File: src/rtl/core/quoted_printable_encoder_core_macros.svh
// Assertion macros shared by the quoted-printable encoder core.
`ifndef QUOTED_PRINTABLE_ENCODER_CORE_MACROS_SVH
`define QUOTED_PRINTABLE_ENCODER_CORE_MACROS_SVH

// Implication in the same cycle, sampled on clk, off while in reset.
`define QPE_ASSERT_SAME(label, ante, cons, msg) \
	label: assert property (@(posedge clk) disable iff (!arst_n) (ante) |-> (cons)) \
		else $error(msg);

// Implication into the following cycle.
`define QPE_ASSERT_NEXT(label, ante, cons, msg) \
	label: assert property (@(posedge clk) disable iff (!arst_n) (ante) |=> (cons)) \
		else $error(msg);

`endif

File: src/rtl/core/qpe_pkg.sv
// Types, constants and helpers shared by the quoted-printable encoder core.
`timescale 1ns / 1ps

package qpe_pkg;

	localparam logic [7:0] CHAR_EQ     = 8'h3D;
	localparam logic [7:0] CHAR_CR     = 8'h0D;
	localparam logic [7:0] CHAR_LF     = 8'h0A;
	localparam logic [7:0] CHAR_SPACE  = 8'h20;
	localparam logic [7:0] CHAR_TILDE  = 8'h7E;
	localparam logic [7:0] LIMIT_RESET = 8'd76;

	// command queue depth, a power of two
	localparam int QDEPTH = 2;
	localparam int QPTR_W = (QDEPTH > 1) ? $clog2(QDEPTH) : 1;
	localparam int QCNT_W = $clog2(QDEPTH + 1);

	// emission steps of one command
	localparam logic [2:0] STEP_SOFT_EQ = 3'd0;
	localparam logic [2:0] STEP_CR      = 3'd1;
	localparam logic [2:0] STEP_LF      = 3'd2;
	localparam logic [2:0] STEP_PART    = 3'd3;
	localparam logic [2:0] STEP_HEX_HI  = 3'd4;
	localparam logic [2:0] STEP_HEX_LO  = 3'd5;

	typedef struct packed {
		logic       lf;    // line feed: CR LF only
		logic       brk;   // soft break before the part
		logic       hex;   // part is '=' and two hex digits
		logic [7:0] data;  // raw byte
	} cmd_t;

	typedef struct packed {
		logic valid;
		logic full;
	} qstat_t;

	function automatic logic [7:0] hex_char(input logic [3:0] nib);
		logic [7:0] ch;
		if (nib < 4'd10)
			ch = 8'h30 + {4'd0, nib};
		else
			ch = 8'h37 + {4'd0, nib};
		return ch;
	endfunction

	function automatic logic [2:0] start_step(input cmd_t c);
		logic [2:0] s;
		if (c.lf)
			s = STEP_CR;
		else if (c.brk)
			s = STEP_SOFT_EQ;
		else
			s = STEP_PART;
		return s;
	endfunction

	function automatic logic [2:0] end_step(input cmd_t c);
		logic [2:0] s;
		if (c.lf)
			s = STEP_LF;
		else if (c.hex)
			s = STEP_HEX_LO;
		else
			s = STEP_PART;
		return s;
	endfunction

endpackage

File: src/rtl/core/qpe_front.sv
// Front end: accepts input bytes, classifies them and tracks the line length.
`timescale 1ns / 1ps

module qpe_front (
	input  logic            clk,
	input  logic            arst_n,
	input  logic            cfg_we,
	input  logic [7:0]      cfg_wdata,
	input  logic            in_valid,
	output logic            in_stall,
	input  logic [7:0]      in_byte,
	input  qpe_pkg::qstat_t q_stat,
	output logic            push,
	output qpe_pkg::cmd_t   push_cmd
);

	logic [7:0] line_limit_q;
	logic [7:0] line_count_q;
	logic       is_lf;
	logic       printable;
	logic [1:0] plen;
	logic [8:0] sum;
	logic       brk;

	assign in_stall = q_stat.full;
	assign push     = in_valid && !in_stall;

	assign is_lf     = (in_byte == qpe_pkg::CHAR_LF);
	assign printable = (in_byte >= qpe_pkg::CHAR_SPACE) && (in_byte <= qpe_pkg::CHAR_TILDE)
		&& (in_byte != qpe_pkg::CHAR_EQ);
	assign plen      = printable ? 2'd1 : 2'd3;
	assign sum       = {1'b0, line_count_q} + {7'd0, plen};
	// compare is done on the unwrapped sum
	assign brk       = !is_lf && (sum >= {1'b0, line_limit_q});

	always_comb begin
		push_cmd.lf   = is_lf;
		push_cmd.brk  = brk;
		push_cmd.hex  = !printable;
		push_cmd.data = in_byte;
	end

	always_ff @(posedge clk or negedge arst_n) begin
		if (!arst_n) begin
			line_limit_q <= qpe_pkg::LIMIT_RESET;
			line_count_q <= 8'd0;
		end else begin
			if (cfg_we)
				line_limit_q <= cfg_wdata;
			if (push) begin
				if (is_lf)
					line_count_q <= 8'd0;
				else if (brk)
					line_count_q <= {6'd0, plen};
				else
					line_count_q <= sum[7:0];
			end
		end
	end

endmodule

File: src/rtl/core/qpe_queue.sv
// Short command queue between the front end and the emitter.
`timescale 1ns / 1ps

`include "quoted_printable_encoder_core_macros.svh"

module qpe_queue (
	input  logic            clk,
	input  logic            arst_n,
	input  logic            push,
	input  qpe_pkg::cmd_t   push_cmd,
	input  logic            pop,
	output qpe_pkg::cmd_t   head,
	output qpe_pkg::qstat_t q_stat
);

	qpe_pkg::cmd_t                 slot_q [qpe_pkg::QDEPTH];
	logic [qpe_pkg::QPTR_W-1:0]    wr_ptr_q;
	logic [qpe_pkg::QPTR_W-1:0]    rd_ptr_q;
	logic [qpe_pkg::QCNT_W-1:0]    count_q;

	assign head         = slot_q[rd_ptr_q];
	assign q_stat.valid = (count_q != '0);
	assign q_stat.full  = (count_q == qpe_pkg::QCNT_W'(qpe_pkg::QDEPTH));

	always_ff @(posedge clk) begin
		if (push)
			slot_q[wr_ptr_q] <= push_cmd;
	end

	always_ff @(posedge clk or negedge arst_n) begin
		if (!arst_n) begin
			wr_ptr_q <= '0;
			rd_ptr_q <= '0;
			count_q  <= '0;
		end else begin
			if (push)
				wr_ptr_q <= wr_ptr_q + 1'b1;
			if (pop)
				rd_ptr_q <= rd_ptr_q + 1'b1;
			if (push && !pop)
				count_q <= count_q + 1'b1;
			else if (pop && !push)
				count_q <= count_q - 1'b1;
		end
	end

	`QPE_ASSERT_SAME(a_no_push_full, q_stat.full, !push || pop, "push into full queue")
	`QPE_ASSERT_SAME(a_no_pop_empty, pop, q_stat.valid, "pop from empty queue")

endmodule

File: src/rtl/core/qpe_back.sv
// Emitter: walks each command through its output characters, one per cycle while out_stall is low.
`timescale 1ns / 1ps

`include "quoted_printable_encoder_core_macros.svh"

module qpe_back (
	input  logic            clk,
	input  logic            arst_n,
	input  qpe_pkg::cmd_t   head,
	input  qpe_pkg::qstat_t q_stat,
	output logic            pop,
	output logic            out_valid,
	input  logic            out_stall,
	output logic [7:0]      out_byte,
	output logic            last
);

	qpe_pkg::cmd_t cmd_q;
	logic [2:0]    step_q;
	logic          busy_q;
	logic          out_valid_q;
	logic [7:0]    out_byte_q;
	logic          last_q;

	qpe_pkg::cmd_t cur;
	logic [2:0]    cur_step;
	logic          have;
	logic          adv;
	logic          fin;
	logic [7:0]    ch;

	assign cur      = busy_q ? cmd_q : head;
	assign cur_step = busy_q ? step_q : qpe_pkg::start_step(head);
	assign have     = busy_q || q_stat.valid;
	assign adv      = !out_valid_q || !out_stall;
	assign fin      = (cur_step == qpe_pkg::end_step(cur));
	assign pop      = adv && !busy_q && q_stat.valid;

	always_comb begin
		unique case (cur_step)
			qpe_pkg::STEP_SOFT_EQ: ch = qpe_pkg::CHAR_EQ;
			qpe_pkg::STEP_CR:      ch = qpe_pkg::CHAR_CR;
			qpe_pkg::STEP_LF:      ch = qpe_pkg::CHAR_LF;
			qpe_pkg::STEP_PART:    ch = cur.hex ? qpe_pkg::CHAR_EQ : cur.data;
			qpe_pkg::STEP_HEX_HI:  ch = qpe_pkg::hex_char(cur.data[7:4]);
			qpe_pkg::STEP_HEX_LO:  ch = qpe_pkg::hex_char(cur.data[3:0]);
			default:               ch = qpe_pkg::CHAR_EQ;
		endcase
	end

	always_ff @(posedge clk) begin
		if (adv && have) begin
			out_byte_q <= ch;
			last_q     <= fin;
			cmd_q      <= cur;
			step_q     <= cur_step + 3'd1;
		end
	end

	always_ff @(posedge clk or negedge arst_n) begin
		if (!arst_n) begin
			busy_q      <= 1'b0;
			out_valid_q <= 1'b0;
		end else if (adv) begin
			out_valid_q <= have;
			if (have)
				busy_q <= !fin;
		end
	end

	assign out_valid = out_valid_q;
	assign out_byte  = out_byte_q;
	assign last      = last_q;

	`QPE_ASSERT_SAME(a_step_range, busy_q,
		(step_q != qpe_pkg::STEP_SOFT_EQ) && (step_q <= qpe_pkg::end_step(cmd_q)),
		"emitter step outside its command")
	`QPE_ASSERT_SAME(a_last_char, out_valid_q && last_q,
		(out_byte_q != qpe_pkg::CHAR_CR) && (out_byte_q != qpe_pkg::CHAR_EQ),
		"final character of a transaction is CR or '='")
	`QPE_ASSERT_NEXT(a_hold_busy, busy_q && out_valid_q && out_stall,
		busy_q && $stable(step_q), "emitter moved while output stalled")

endmodule

File: src/rtl/core/quoted_printable_encoder_core.sv
// Top level of the quoted-printable encoder core.
//
//  channel  direction  handshake            payload
//  in       sink       in_valid/in_stall    in_byte[7:0]
//  out      source     out_valid/out_stall  out_byte[7:0], last
//  cfg      sink       cfg_we               cfg_wdata[7:0] (line_limit)
//
// Each input transaction yields 1 to 6 output transactions, one per cycle
// while out_stall is low, as the emitter walks them: a plain printable byte
// yields one, a hex escape three, a soft break adds three, a line feed two.
// The front end takes a byte every cycle while the command queue has room.
// Reset clears the queue, the line count and the output valid flag; line_limit
// returns to 76. A stalled output holds its byte; the queue absorbs input.
`timescale 1ns / 1ps

module quoted_printable_encoder_core (
	input  logic       clk,
	input  logic       arst_n,
	input  logic       cfg_we,
	input  logic [7:0] cfg_wdata,
	input  logic       in_valid,
	output logic       in_stall,
	input  logic [7:0] in_byte,
	output logic       out_valid,
	input  logic       out_stall,
	output logic [7:0] out_byte,
	output logic       last
);

	qpe_pkg::qstat_t q_stat;
	qpe_pkg::cmd_t   push_cmd;
	qpe_pkg::cmd_t   head;
	logic            push;
	logic            pop;

	qpe_front u_front (
		.clk       (clk),
		.arst_n    (arst_n),
		.cfg_we    (cfg_we),
		.cfg_wdata (cfg_wdata),
		.in_valid  (in_valid),
		.in_stall  (in_stall),
		.in_byte   (in_byte),
		.q_stat    (q_stat),
		.push      (push),
		.push_cmd  (push_cmd)
	);

	qpe_queue u_queue (
		.clk      (clk),
		.arst_n   (arst_n),
		.push     (push),
		.push_cmd (push_cmd),
		.pop      (pop),
		.head     (head),
		.q_stat   (q_stat)
	);

	qpe_back u_back (
		.clk       (clk),
		.arst_n    (arst_n),
		.head      (head),
		.q_stat    (q_stat),
		.pop       (pop),
		.out_valid (out_valid),
		.out_stall (out_stall),
		.out_byte  (out_byte),
		.last      (last)
	);

endmodule
File: config.mk
export PLATFORM = sky130hd
export DESIGN_NAME = quoted_printable_encoder_core
export DESIGN_NICKNAME = d
export VERILOG_FILES = /design/src/rtl/core/qpe_pkg.sv /design/src/rtl/core/qpe_front.sv /design/src/rtl/core/qpe_queue.sv /design/src/rtl/core/qpe_back.sv /design/src/rtl/core/quoted_printable_encoder_core.sv
export VERILOG_INCLUDE_DIRS = /design/src /design/src/rtl/core
export SDC_FILE = /design/constraint.sdc
export NUM_CORES = 1
export LEC_CHECK = 0
export BUFFER_PORTS_ARGS = -buffer_cell sky130_fd_sc_hd__buf_2
export CAP_MARGIN = 20
export CORE_ASPECT_RATIO = 0.9
export CORE_MARGIN = 2
export CORE_UTILIZATION = 60
export DETAILED_ROUTE_END_ITERATION = 10
export HOLD_SLACK_MARGIN = 0.15
export PLACE_DENSITY = 0.8
export SLEW_MARGIN = 15
export SYNTH_ARGS = -nofsm -noshare
export SYNTH_HDL_FRONTEND = slang
export SYNTH_SLANG_ARGS = --single-unit
File: constraint.sdc
create_clock -name clk -period 7.8 [get_ports clk]
set_input_delay 0.39 -clock clk [delete_from_list [all_inputs] [get_ports clk]]
set_output_delay 0.39 -clock clk [all_outputs]
set_load 0.03 [all_outputs]
### Yosys cells after proc, flatten, opt, wreduce, memory -nomap -nowiden

Memories as Yosys holds them, arrays and structs flattened.
Cells that the tools add are included.

| operators by class | value |
|---|---|
| add/subtract/negate cells | 10 |
| order comparisons | 5 |
| equality and inequality tests | 9 |
| multiplexer cells | 17 |
| bitwise gates (word level) | 1 |
| reduce and logical (&&, ||, !) cells | 24 |

Operators by type and width:

| cell | number |
|---|---|
| $mux W8 | 5 |
| $pmux W8 S5 | 1 |
| $add A6 B4 Y7 const A | 4 |
| $mux W11 | 1 |
| $mux W2 | 5 |
| $add A8 B2 Y9 | 1 |
| $ge A9 B8 Y1 | 1 |
| $logic_and A1 B1 Y1 | 9 |
| $logic_not A1 Y1 | 9 |
| $mux W3 | 3 |
| $eq A8 B4 Y1 const B | 1 |
| $ge A8 B6 Y1 const B | 1 |
| $le A8 B7 Y1 const B | 1 |
| $lt A4 B4 Y1 const B | 2 |
| $ne A8 B6 Y1 const B | 1 |
| $eq A3 B2 Y1 const B | 2 |
| $eq A3 B3 Y1 const B | 2 |
| $reduce_and A2 Y1 | 2 |
| $reduce_bool A2 Y1 | 2 |
| $add A3 B1 Y3 const B | 1 |
| $eq A3 B1 Y1 const B | 1 |
| $eq A3 B3 Y1 | 1 |
| $add A1 B1 Y1 const B | 2 |
| $add A2 B1 Y2 const B | 1 |
| other kinds (5) | 7 |

| storage, ports and cells | value |
|---|---|
| register bits after elaboration | 45 |
| memory bits (writable) | 22 |
| logic and storage cells | 81 |
| memories kept | 1 |

Memory list:

| name | words | bits a word | rd ports | clocked after memory_dff | write ports | line | text |
|---|---|---|---|---|---|---|---|
| u_queue.slot_q | 2 | 11 | 1 | 0 | 1 | qpe_queue.sv:16 | `qpe_pkg::cmd_t slot_q [qpe_pkg::QDEPTH];` |

### Logic depth before layout (Yosys ltp)

Gate-level depths: netlist of the first run.

| depth | value |
|---|---|
| depth after elaboration | 9 |
| depth in mapped cells | 15 |

### Cells and area by module

From an unflattened synthesis of the first run, not the netlist that was laid out.

| unflattened totals | value |
|---|---|
| cells, all modules | 321 |
| area, all modules | 3738.6 um2 |

Modules (own cells, without submodules):

| module | instances | cells each | area an instance (um2) | sequential area each (um2) |
|---|---|---|---|---|
| qpe_back | 1 | 152 | 1577.8 | 710.7 |
| qpe_front | 1 | 119 | 1142.3 | 404.1 |
| qpe_queue | 1 | 50 | 1018.5 | 760.7 |

### Worst setup path after synthesis of the first run

Ideal clock, no wire load.

| timing path | value |
|---|---|
| path kind | in2reg |
| from | in in_byte[4] |
| to | reg u_front.line_count_q[1] |
| setup time | 126 ps |
| arrival | 3109 ps |
| required time | 7674 ps |
| slack | 4565 ps |
| stages | 14 |
| buffers on the path | 0 |
| path through | and4_1 > a211oi_1 > inv_1 > ha_1 > a21o_1 > nand4_1 > nor2_1 > xor2_1 > ha_1 > o21ai_0 > nor2_2 > nand4_2 > and2_1 > a221o_1 |

| on the way | value |
|---|---|
| longest elaborated chain between the ends | 9 |
| elaborated cells between the ends (all ways) | 13 |

Ends and longest elaborated chain:

| item | line | text |
|---|---|---|
| start: declaration | quoted_printable_encoder_core.sv:23 | `input logic [7:0] in_byte,` |
| $ge A8 B6 Y1 or $le A8 B7 Y1 (tied branches) | qpe_front.sv:29 | `assign printable = (in_byte >= qpe_pkg::CHAR_SPACE) && (in_byte <= qpe_pkg::CHAR_TILDE)` |
| $logic_and A1 B1 Y1 | qpe_front.sv:29 |  |
| $logic_and A1 B1 Y1 | qpe_front.sv:30 | `&& (in_byte != qpe_pkg::CHAR_EQ);` |
| $mux W2 | qpe_front.sv:31 | `assign plen = printable ? 2'd1 : 2'd3;` |
| $add A8 B2 Y9 | qpe_front.sv:32 | `assign sum = {1'b0, line_count_q} + {7'd0, plen};` |
| $ge A9 B8 Y1 | qpe_front.sv:34 | `assign brk = !is_lf && (sum >= {1'b0, line_limit_q});` |
| $logic_and A1 B1 Y1 | qpe_front.sv:34 |  |
| $mux W8 | qpe_front.sv:53 | `else if (brk)` |
| $mux W8 (*) | qpe_front.sv:51 | `if (is_lf)` |
| end signal: assignment | qpe_front.sv:54 | `line_count_q <= {6'd0, plen};` |
| end signal: assignment | qpe_front.sv:56 | `line_count_q <= sum[7:0];` |
| end: declaration | qpe_front.sv:18 | `logic [7:0] line_count_q;` |

Every way passes the cells marked *; elsewhere a longest branch is shown, timed or not.
A chain may end at the register's enable or synchronous reset.

### Worst setup path in the final report of the first run

| timing path | value |
|---|---|
| from | in in_byte[1] |
| to | reg u_front.line_count_q[1] |

The elaborated chain is that of the path after synthesis.

==> impl_metrics.yaml, run 1 <==
status:
  run_status: "finished, final reports clean"
timing:
  hold_slack_ns: 0.260
  worst_setup_skew_after_layout_ns: 0.00907
  final_max_slew_viol_count: 0
  tightestPinTransition_ns: 0.960
  finalHoldViolations: 0
  setup-violations-final: 0
  final.min_clock_period_ns: 3.55
  rsz0062_at_grt: "false"
  fin_tns_setup_ns: 0
  maxSlewHeadroom: 0.357
  post-route-period-util: 0.455
  timing.fmax_mhz: 282
worst_setup_path:
  req_time_crit_path_ns: 8.07
  type_of_the_worst_setup_path: "primary input to register"
  path_max_fanout: 10
  regToRegSetupSlack_ns: 4.57
  crit_path_end_kind: "register"
  worstSetupStartpointType: "primary input"
  timing.critical_path.arrival_ns: 3.82
yosys:
  ys_seq_elements: 66
  post_synth.cell_area_avg_um2: 11.3
  fraction_of_the_yosys_area_taken_by_sequential_cells: 0.527
  post_synthesis_cell_count: 316
  number_of_flops_mapped_to_enable_cells_by_yosys: 44
  synthesis.area_um2: 3560
  synth-main-ff-cell: "sky130_fd_sc_hd__edfxtp_1"
  ys_async_sr_fraction: 0.333
  yosysWarnings: 0
  synth.lib_cells_used.distinct: 65
  mappedNetlistNets: 355
grt:
  globalRouteTotalUtil: 0.220
  met1_usage: 0.332
  global_route.usage.met2: 0.320
  grt_max_degree: 36
  globalRouteOverflowTotal: 0
  grt_pass1_wl_um: 11200
  met3_usage: 0.0377
  first_global_vias: 2314
  initial_antenna_violation_count: 0
  gr-max-usage-layer: "met1"
finish:
  insertedDiodeCount: 0
  nFillCells: 416
  multi_input_comb_area_um2: 1530
  drive_gt1_frac: 0.208
  ff_latch_area_um2: 1880
  layout_commonest_cell: "sky130_fd_sc_hd__edfxtp_1"
  leading_cell_types_in_the_layout_fill_and_taps_excluded: "sky130_fd_sc_hd__edfxtp_1 (44), sky130_fd_sc_hd__nand2_1 (35), sky130_fd_sc_hd__buf_2 (31), sky130_fd_sc_hd__inv_1 (20)"
  finish.net_count: 390
  synthToLayoutAreaGrowth_pct: 12.5
route:
  drt_first_pass_iters: 4
  routed_via_density: 5.93
  via_count: 2528
  drtAntennaViolNets: 0
  wl_um: 6790
  route.detailed.wl_per_inst_um: 15.9
  post-route-drc-count: 0
  initialDrtViolationCount: 216
placement:
  portBuffers: 31
  place_hpwl_um: 4780
  gp_routability_congestion: 0.934
pwr:
  total_switching_power_uw: 667
  comb_power_share: 0.444
  clock_power_share: 0.189
  worst_ir_drop_vdd_mv: 0.274
  sw_frac_of_total: 0.400
  finalPower_uw: 1670
  internal_dissipation_uw: 1000
  leakage_uw: 0.00170
  cellPowerDensity_nw_per_um2: 417
  power.sequential.fraction: 0.367
clocking:
  cts.clk_slew.worst_paths_ns: 0.08
  cts_buffers: 9
  clkLatencyLatePin_ns: 0.34
  numClockSinks: 66
  ctsLongestPathBuffers: 2
  clockRootBuffer: "sky130_fd_sc_hd__clkbuf_8"
  htree_num_levels: 3
  tritoncts_clock_tree: "built"
floorplan:
  die_w_um: 85.2
  fp.dieArea_um2: 6560
  floorplan.initialDensity: 0.625
  placeableCoreArea_um2: 5690
  std_cell_rows: 26
  boundaryPins: 32
  die_height_um: 77.0
run:
  max_cap_violations: 0
hold_path:
  min_path_type: "primary input to register"
## power groups by stage
stage / sequential, uW / clock (uW) / combinational [uW]
final: 613 / 315 / 741
after global routing: 627 / 335 / 824
after CTS: 625 / 319 / 703
after detailed placement: 630 / 0 / 697
after global placement: 625 / 0 / 676
after floorplan: 623 / 0 / 550
## metrics by stage
step,setup WS (ns),util,instance area [um2],cells
after global routing,3.88,0.703,4000,426
after global placement,4.09,0.656,3730,407
after CTS,4.25,0.698,3970,425
after floorplan,4.57,-,3560,316
after detailed placement,3.89,0.658,3750,408
final,4.25,0.703,4000,426
## cell usage after synthesis, types with 3 or more instances
library cell | n | share of area
sky130_fd_sc_hd__o21ai_0 | 19 | 0.027
sky130_fd_sc_hd__nor2_1 | 19 | 0.020
sky130_fd_sc_hd__dfrtp_1 | 19 | 0.13
sky130_fd_sc_hd__nand2_1 | 35 | 0.037
sky130_fd_sc_hd__xor2_1 | 4 | 0.0099
sky130_fd_sc_hd__a211o_1 | 4 | 0.0099
sky130_fd_sc_hd__buf_2 | 3 | 0.0042
sky130_fd_sc_hd__nand2b_1 | 6 | 0.011
sky130_fd_sc_hd__inv_1 | 20 | 0.021
sky130_fd_sc_hd__ha_1 | 17 | 0.060
sky130_fd_sc_hd__a32o_1 | 4 | 0.011
sky130_fd_sc_hd__xnor2_1 | 8 | 0.020
sky130_fd_sc_hd__edfxtp_1 | 44 | 0.37
sky130_fd_sc_hd__nor3_1 | 5 | 0.0070
sky130_fd_sc_hd__a21oi_1 | 10 | 0.014
sky130_fd_sc_hd__inv_2 | 3 | 0.0032
sky130_fd_sc_hd__a211oi_1 | 3 | 0.0063
sky130_fd_sc_hd__o21a_1 | 3 | 0.0063
sky130_fd_sc_hd__nor2b_1 | 5 | 0.0088
sky130_fd_sc_hd__nand3_1 | 9 | 0.013
sky130_fd_sc_hd__mux2i_1 | 8 | 0.023
sky130_fd_sc_hd__buf_4 | 3 | 0.0063
sky130_fd_sc_hd__o21ai_2 | 4 | 0.0099
sky130_fd_sc_hd__mux2_2 | 3 | 0.0095
sky130_fd_sc_hd__dfstp_2 | 3 | 0.022
sky130_fd_sc_hd__o21ai_1 | 6 | 0.0084
sky130_fd_sc_hd__and3_1 | 3 | 0.0053
## final cells by class
class,count,area share
tap,70,0.0219
timing repair buffer,34,0.0510
multi-input combinational,217,0.382
inverter,23,0.0216
sequential,66,0.469
clock inverter,7,0.0235
clock buffer,9,0.0310
## timing repair
| item | 4_1_cts | 5_1_grt |
|---|---|---|
| resized for setup | 0 | 0 |
| hold buffers | 1 | 0 |
| setup buffers | 0 | 0 |
| endpoints found under the hold margin | 19 | 0 |
## routing by layer
layer	routed length, um	vias up
li1	-	1221
met1	3350	1200
met2	2990	96
met3	356	11
met4	93	0
met5	0	-
## flip-flops by register name, indices dropped and copies added, names as in the netlist
signal,flops
u_back.out_valid,1
u_queue.count_q,2
u_back.busy_q,1
u_front.line_count_q,8
u_back.cmd_q,10
u_queue.wr_ptr_q,1
u_back.step_q,3
u_back.last,1
u_queue.slot_q,22
u_queue.rd_ptr_q,1
u_back.out_byte,8
u_front.line_limit_q,8
## final timing paths
check                                        startpoint                       to  depth (start not counted)
min in group asynchronous                        arst_n  u_front.line_count_q[7]                          2
worst min register to register         u_queue.wr_ptr_q         u_queue.wr_ptr_q                          1
worst max-delay path                         in_byte[1]  u_front.line_count_q[1]                         16
worst min-delay path                       cfg_wdata[1]  u_front.line_limit_q[1]                          3
worst max register to register  u_front.line_count_q[0]  u_front.line_count_q[5]                         11
max in group asynchronous                        arst_n  u_front.line_limit_q[6]                          2
## worst max-delay path, stage by stage
cell	delay [ns]
sky130_fd_sc_hd__buf_2	0.13
sky130_fd_sc_hd__nand3_1	0.07
sky130_fd_sc_hd__o21ai_0	0.08
sky130_fd_sc_hd__a211oi_1	0.52
sky130_fd_sc_hd__inv_1	0.18
sky130_fd_sc_hd__ha_1	0.33
sky130_fd_sc_hd__a21o_1	0.13
sky130_fd_sc_hd__nand4_1	0.20
sky130_fd_sc_hd__nor2_1	0.20
sky130_fd_sc_hd__xor2_1	0.11
sky130_fd_sc_hd__ha_1	0.28
sky130_fd_sc_hd__o21ai_0	0.09
sky130_fd_sc_hd__nor2_2	0.20
sky130_fd_sc_hd__nand4_2	0.28
sky130_fd_sc_hd__a2111oi_0	0.47
sky130_fd_sc_hd__a221o_1	0.17
## kinds of logic after synthesis
| family | synth area share |
|---|---|
| AOI/OAI and AO/OA | 0.152 |
| xor gates and xnor gates | 0.0296 |
| adders and majority gates | 0.0654 |
| buffers and inverters | 0.0433 |
| DFF | 0.527 |
| muxes | 0.0436 |
| and+or+nand+nor | 0.138 |
(Power assumes the default switching activity.)
==> run 2: changes to the inputs <==
--- a/config.mk
+++ b/config.mk
@@ -10,10 +10,10 @@
 export CAP_MARGIN = 20
 export CORE_ASPECT_RATIO = 0.9
 export CORE_MARGIN = 2
-export CORE_UTILIZATION = 60
+export CORE_UTILIZATION = 59
 export DETAILED_ROUTE_END_ITERATION = 10
 export HOLD_SLACK_MARGIN = 0.15
-export PLACE_DENSITY = 0.8
+export PLACE_DENSITY = 0.79
 export SLEW_MARGIN = 15
 export SYNTH_ARGS = -nofsm -noshare
 export SYNTH_HDL_FRONTEND = slang
==> constraint.sdc (replaced) <==
create_clock -name clk -period 3.4 [get_ports clk]
set_input_delay 0.17 -clock clk [delete_from_list [all_inputs] [get_ports clk]]
set_output_delay 0.17 -clock clk [all_outputs]
set_load 0.03 [all_outputs]
==> run 2 against run 1 <==
  * The run now ends with design-rule violations left
  * Wire length is 9.2% higher
  * Cell count is 7.0% higher
  * Hold slack worse by 0.033 ns
  * Utilization is 3.9 points higher
  * Worst setup slack worse by 4.2 ns
  * Die area is 1.6% higher
  * Critical path type unchanged
  * Non-clock buffer count is 30 higher
  * Sequential cell count stayed put
  * Register-to-register slack worse by 4.2 ns
  * Largest cell class unchanged
  * Highest routed layer unchanged
  * Sequential power is 130% higher
  * Via count is 3.6% higher
==> impl_metrics.yaml, run 2 (synthesized netlist as in run 1, its figures left out) <==
status:
  run_status: "finished, violations left"
  violations_in_the_final_reports: "design-rule violations"
worst_setup_path:
  path_max_fanout: 7
  timing.critical_path.arrival_ns: 3.59
  crit_path_end_kind: "register"
  worstSetupStartpointType: "primary input"
  req_time_crit_path_ns: 3.68
  type_of_the_worst_setup_path: "primary input to register"
hold_path:
  min_path_type: "primary input to register"
timing:
  post-route-period-util: 0.972
  setup-violations-final: 0
  final_max_slew_viol_count: 0
  timing.fmax_mhz: 303
  final.min_clock_period_ns: 3.31
  tightestPinTransition_ns: 0.939
  fin_ws_ns: 0.0948
  finalHoldViolations: 0
  maxSlewHeadroom: 0.372
  fin_tns_setup_ns: 0
  worst_setup_skew_after_layout_ns: 0.0133
finish:
  insertedDiodeCount: 0
  final_cells: 456
  nFillCells: 409
  finish.net_count: 420
  reg.largest.list: "u_queue.slot_q: 22 flops, u_back.cmd_q: 10 flops"
  synthToLayoutAreaGrowth_pct: 20.1
  leading_cell_types_in_the_layout_fill_and_taps_excluded: "sky130_fd_sc_hd__edfxtp_1 (44), sky130_fd_sc_hd__nand2_1 (35), sky130_fd_sc_hd__buf_2 (31), sky130_fd_sc_hd__dlygate4sd3_1 (25), sky130_fd_sc_hd__inv_1 (20)"
  max_ffs_per_register: 22
  drive_gt1_frac: 0.210
  registers.top_by_ff_count: "u_queue.slot_q"
  layout_commonest_cell: "sky130_fd_sc_hd__edfxtp_1"
placement:
  gp_routability_congestion: 0.904
  portBuffers: 31
  place_hpwl_um: 4830
  placed_cells: 412
  pre_cts_slack_ns: -0.0615
floorplan:
  boundaryPins: 32
  die_height_um: 77.7
  fp.dieArea_um2: 6660
  floorplan.initialDensity: 0.618
  die_w_um: 85.8
  placeableCoreArea_um2: 5760
  std_cell_rows: 26
pwr:
  cellPowerDensity_nw_per_um2: 904
  finalPower_uw: 3860
  leakage_uw: 0.00181
  worst_ir_drop_vdd_mv: 0.474
clocking:
  cts_buffers: 9
  numClockSinks: 66
  htree_num_levels: 3
  cts.clk_slew.worst_paths_ns: 0.07
  clockRootBuffer: "sky130_fd_sc_hd__clkbuf_8"
  tritoncts_clock_tree: "built"
  clkLatencyLatePin_ns: 0.36
  ctsLongestPathBuffers: 2
route:
  drtAntennaViolNets: 0
  via_count: 2619
  wl_um: 7410
  route.detailed.wl_per_inst_um: 16.2
  initialDrtViolationCount: 148
  post-route-drc-count: 2
  drt_first_pass_iters: 10
  routed_via_density: 5.74
grt:
  globalRouteTotalUtil: 0.240
  globalRouteOverflowTotal: 0
  first_global_vias: 2513
  grt_max_degree: 28
  initial_antenna_violation_count: 0
  grt_pass1_wl_um: 11900
run:
  max_cap_violations: 0
## run 2: cell types whose count changed in the layout (fill, tap and decap cells not counted), sizes merged
cell	before	now
dlygate4sd3	1	25
buf	33	39
## run 2: power breakdown
part           switching [uW]  leakage, uW  internal [uW]  total, uW
logic                    1050      0.00103            700       1750
registers                 174     0.000682           1200       1380
clock network             316     0.000107            411        727
## run 2: stage by stage
stage	instance area (um2)	utilization	hold WS, ns
after floorplan	3560	-	-0.126
after global placement	3770	0.655	0.159
after detailed placement	3770	0.655	0.169
after CTS	4240	0.736	0.150
after global routing	4270	0.741	0.249
final	4270	0.741	0.228
## run 2: timing repair
| item | 4_1_cts | 5_1_grt |
|---|---|---|
| hold buffers | 25 | 0 |
| setup buffers | 0 | 3 |
| gates resized for setup | 0 | 2 |
| hold endpoints to repair | 48 | 0 |
| setup endpoints to repair | 0 | 8 |
## run 2: path summary, 6_finish.rpt
check,from,to,slack (ns),cells past startpoint
min,cfg_we,u_front.line_limit_q[1],0.23,3
min reg2reg,u_queue.wr_ptr_q,u_queue.wr_ptr_q,0.50,1
max reg2reg,u_front.line_count_q[0],u_front.line_count_q[5],0.35,12
max,in_byte[7],u_front.line_count_q[5],0.09,17
max in group asynchronous,arst_n,u_front.line_limit_q[6],2.72,2
min in group asynchronous,arst_n,u_front.line_count_q[3],0.32,2
## run 2: cell type report
class | count | area (um2) | share of cell area
clock buffers | 9 | 124 | 0.0290
clock inverters | 7 | 93.8 | 0.0220
inverters | 23 | 86.3 | 0.0202
multi-input cells | 217 | 1540 | 0.360
flip-flops and latches | 66 | 1880 | 0.439
well taps | 70 | 87.6 | 0.0205
repair buffers | 64 | 465 | 0.109
## run 2: worst max-delay path, cell delays in order
cell and delay [ns]:
sky130_fd_sc_hd__dlygate4sd3_1 0.53, sky130_fd_sc_hd__buf_2 0.14, sky130_fd_sc_hd__a211oi_1 0.21, sky130_fd_sc_hd__buf_4 0.18, sky130_fd_sc_hd__inv_1 0.06, sky130_fd_sc_hd__ha_1 0.28
sky130_fd_sc_hd__a21o_1 0.13, sky130_fd_sc_hd__nand4_1 0.22, sky130_fd_sc_hd__nor2_1 0.18, sky130_fd_sc_hd__xor2_1 0.25, sky130_fd_sc_hd__ha_1 0.27, sky130_fd_sc_hd__o21ai_0 0.11
sky130_fd_sc_hd__nor2_2 0.10, sky130_fd_sc_hd__a2111oi_4 0.35, sky130_fd_sc_hd__buf_4 0.20, sky130_fd_sc_hd__a31oi_1 0.09, sky130_fd_sc_hd__o21ai_1 0.13
## run 2: layer usage
metal  track usage  share of wire
met2         0.348           0.46
met3        0.0915          0.063
met5             0              0
met4        0.0889          0.017
met1         0.329           0.46
==> run 3: changes to the inputs <==
--- a/config.mk
+++ b/config.mk
@@ -6,14 +6,14 @@
 export SDC_FILE = /design/constraint.sdc
 export NUM_CORES = 1
 export LEC_CHECK = 0
-export BUFFER_PORTS_ARGS = -buffer_cell sky130_fd_sc_hd__buf_2
+export BUFFER_PORTS_ARGS = -buffer_cell sky130_fd_sc_hd__clkbuf_2
 export CAP_MARGIN = 20
 export CORE_ASPECT_RATIO = 0.9
 export CORE_MARGIN = 2
 export CORE_UTILIZATION = 59
 export DETAILED_ROUTE_END_ITERATION = 10
 export HOLD_SLACK_MARGIN = 0.15
-export PLACE_DENSITY = 0.79
+export PLACE_DENSITY_LB_ADDON = 0.12
 export SLEW_MARGIN = 15
 export SYNTH_ARGS = -nofsm -noshare
 export SYNTH_HDL_FRONTEND = slang
==> run 3 against run 2 <==
  * The run still ends with design-rule violations left
  * Sequential power about the same
  * First-iteration DRC count grew 47%
  * Via count is 2.7% lower
  * Utilization decreased by 1.5 points
  * Clock skew is 0.0077 ns lower
  * Combinational power about the same
  * Sequential cell count unchanged
  * Worst setup slack better by 0.13 ns
  * Hold slack got worse by 0.061 ns
  * Largest power group unchanged
  * Wire length is 8.4% lower
==> impl_metrics.yaml, run 3 (synthesized netlist as in run 1, its figures left out) <==
timing:
  post-route-period-util: 0.935
  fin_ws_ns: 0.222
  tightestPinTransition_ns: 0.935
  finalHoldViolations: 0
  worst_setup_skew_after_layout_ns: 0.00561
  setup-violations-final: 0
  hold_slack_ns: 0.167
  maxSlewHeadroom: 0.374
  final_max_slew_viol_count: 0
  rsz0062_at_grt: "false"
  timing.fmax_mhz: 315
  final.min_clock_period_ns: 3.18
clocking:
  tritoncts_clock_tree: "built"
  ctsLongestPathBuffers: 2
  cts_buffers: 9
  cts.clk_slew.worst_paths_ns: 0.07
  numClockSinks: 66
  htree_num_levels: 3
  post-cts-setup-buffers: 0
  clockRootBuffer: "sky130_fd_sc_hd__clkbuf_8"
  clkLatencyLatePin_ns: 0.35
finish:
  nFillCells: 428
  leading_cell_types_in_the_layout_fill_and_taps_excluded: "sky130_fd_sc_hd__edfxtp_1 (44), sky130_fd_sc_hd__nand2_1 (35), sky130_fd_sc_hd__clkbuf_2 (31), sky130_fd_sc_hd__inv_1 (20)"
  finish.net_count: 410
  synthToLayoutAreaGrowth_pct: 17.6
  layout_commonest_cell: "sky130_fd_sc_hd__edfxtp_1"
  drive_gt1_frac: 0.207
  insertedDiodeCount: 0
  max_ffs_per_register: 22
  reg.largest.list: "u_queue.slot_q: 22 flops, u_back.cmd_q: 10 flops"
  registers.top_by_ff_count: "u_queue.slot_q"
hold_path:
  min_path_type: "primary input to register"
route:
  route.detailed.wl_per_inst_um: 15.2
  routed_via_density: 5.72
  post-route-drc-count: 2
  drtAntennaViolNets: 0
  via_count: 2549
  drt_first_pass_iters: 8
  initialDrtViolationCount: 218
  wl_um: 6790
floorplan:
  boundaryPins: 32
  die_w_um: 85.8
  floorplan.initialDensity: 0.618
  fp.dieArea_um2: 6660
  die_height_um: 77.7
  placeableCoreArea_um2: 5760
  std_cell_rows: 26
grt:
  grt_max_degree: 29
  globalRouteTotalUtil: 0.233
  first_global_vias: 2461
  grt_pass1_wl_um: 11700
  initial_antenna_violation_count: 0
  globalRouteOverflowTotal: 0
worst_setup_path:
  timing.critical_path.arrival_ns: 3.45
  req_time_crit_path_ns: 3.67
  type_of_the_worst_setup_path: "register to register"
  worstSetupStartpointType: "register"
  path_max_fanout: 7
  crit_path_end_kind: "register"
placement:
  place_hpwl_um: 4940
  pre_cts_slack_ns: -0.0129
  portBuffers: 31
  gp_routability_congestion: 0.906
status:
  run_status: "finished, violations left"
  violations_in_the_final_reports: "design-rule violations"
pwr:
  cellPowerDensity_nw_per_um2: 918
  leakage_uw: 0.00178
  worst_ir_drop_vdd_mv: 0.564
run:
  max_cap_violations: 0
## run 3: cell types whose count changed in the layout (fill, tap and decap cells not counted), moves of 2 or more
cell                            before  now
sky130_fd_sc_hd__clkinv_4            2    0
sky130_fd_sc_hd__buf_2              31    0
sky130_fd_sc_hd__clkbuf_2            0   31
sky130_fd_sc_hd__dlygate4sd3_1      25   18
sky130_fd_sc_hd__buf_4               8    4
## run 3: worst max-delay path, cell delays in order, from the launching register on
cell                        delay, ns
sky130_fd_sc_hd__dfrtp_1         0.45
sky130_fd_sc_hd__inv_1           0.09
sky130_fd_sc_hd__fa_1            0.42
sky130_fd_sc_hd__and3b_4         0.33
sky130_fd_sc_hd__nand3_1         0.13
sky130_fd_sc_hd__xnor2_1         0.16
sky130_fd_sc_hd__ha_1            0.30
sky130_fd_sc_hd__a211oi_1        0.35
sky130_fd_sc_hd__nand2_4         0.10
sky130_fd_sc_hd__a2111oi_4       0.48
sky130_fd_sc_hd__nand2_1         0.12
sky130_fd_sc_hd__o211ai_2        0.15
## run 3: what timing repair did
action / in CTS / in global routing
hold buffers: 18 / 0
resized for setup: 0 / 0
endpoints found under the setup margin: 0 / 2
hold endpoints to repair: 45 / 0
## run 3: path summary, 6_finish.rpt
path                                    startpoint                      end  slack (ns)  cells after the start
min reg2reg                       u_queue.wr_ptr_q         u_queue.wr_ptr_q        0.51                      1
min                                         cfg_we  u_front.line_limit_q[6]        0.17                      2
min in group asynchronous                   arst_n  u_front.line_count_q[4]        0.34                      2
max reg2reg                u_front.line_count_q[0]  u_front.line_count_q[6]        0.22                     11
max                        u_front.line_count_q[0]  u_front.line_count_q[6]        0.22                     11
max in group asynchronous                   arst_n  u_front.line_limit_q[2]        2.69                      2
## run 3: final cells by class
class                      count  area [um2]  area share
inverter                      23        86.3      0.0206
clock buffer                  10         138      0.0329
multi-input combinational    217        1530       0.366
timing repair buffer          54         377      0.0900
sequential                    66        1880       0.448
clock inverter                 6        88.8      0.0212
tap                           70        87.6      0.0209
## run 3: through the flow
stage / instance area [um2] / total power [uW] / cells / util / setup TNS, ns
after floorplan: 3560 / 2690 / 316 / - / 0
after global placement: 3760 / 3020 / 411 / 0.654 / 0
after detailed placement: 3780 / 3080 / 412 / 0.656 / -0.0195
after CTS: 4180 / 3840 / 446 / 0.726 / 0
after global routing: 4180 / 4130 / 446 / 0.726 / 0
final: 4180 / 3840 / 446 / 0.726 / 0
## run 3: per-layer routing
metal,vias up,track usage,part of all wire
met5,-,0,0
met4,0,0.0667,0.011
met3,7,0.0670,0.054
met2,70,0.338,0.44
met1,1198,0.342,0.50
li1,1274,-,-
## run 3: report_power, final
group / internal, uW / switching (uW) / total, uW
clock network: 433 / 306 / 739
logic: 683 / 1050 / 1730
registers: 1200 / 170 / 1370
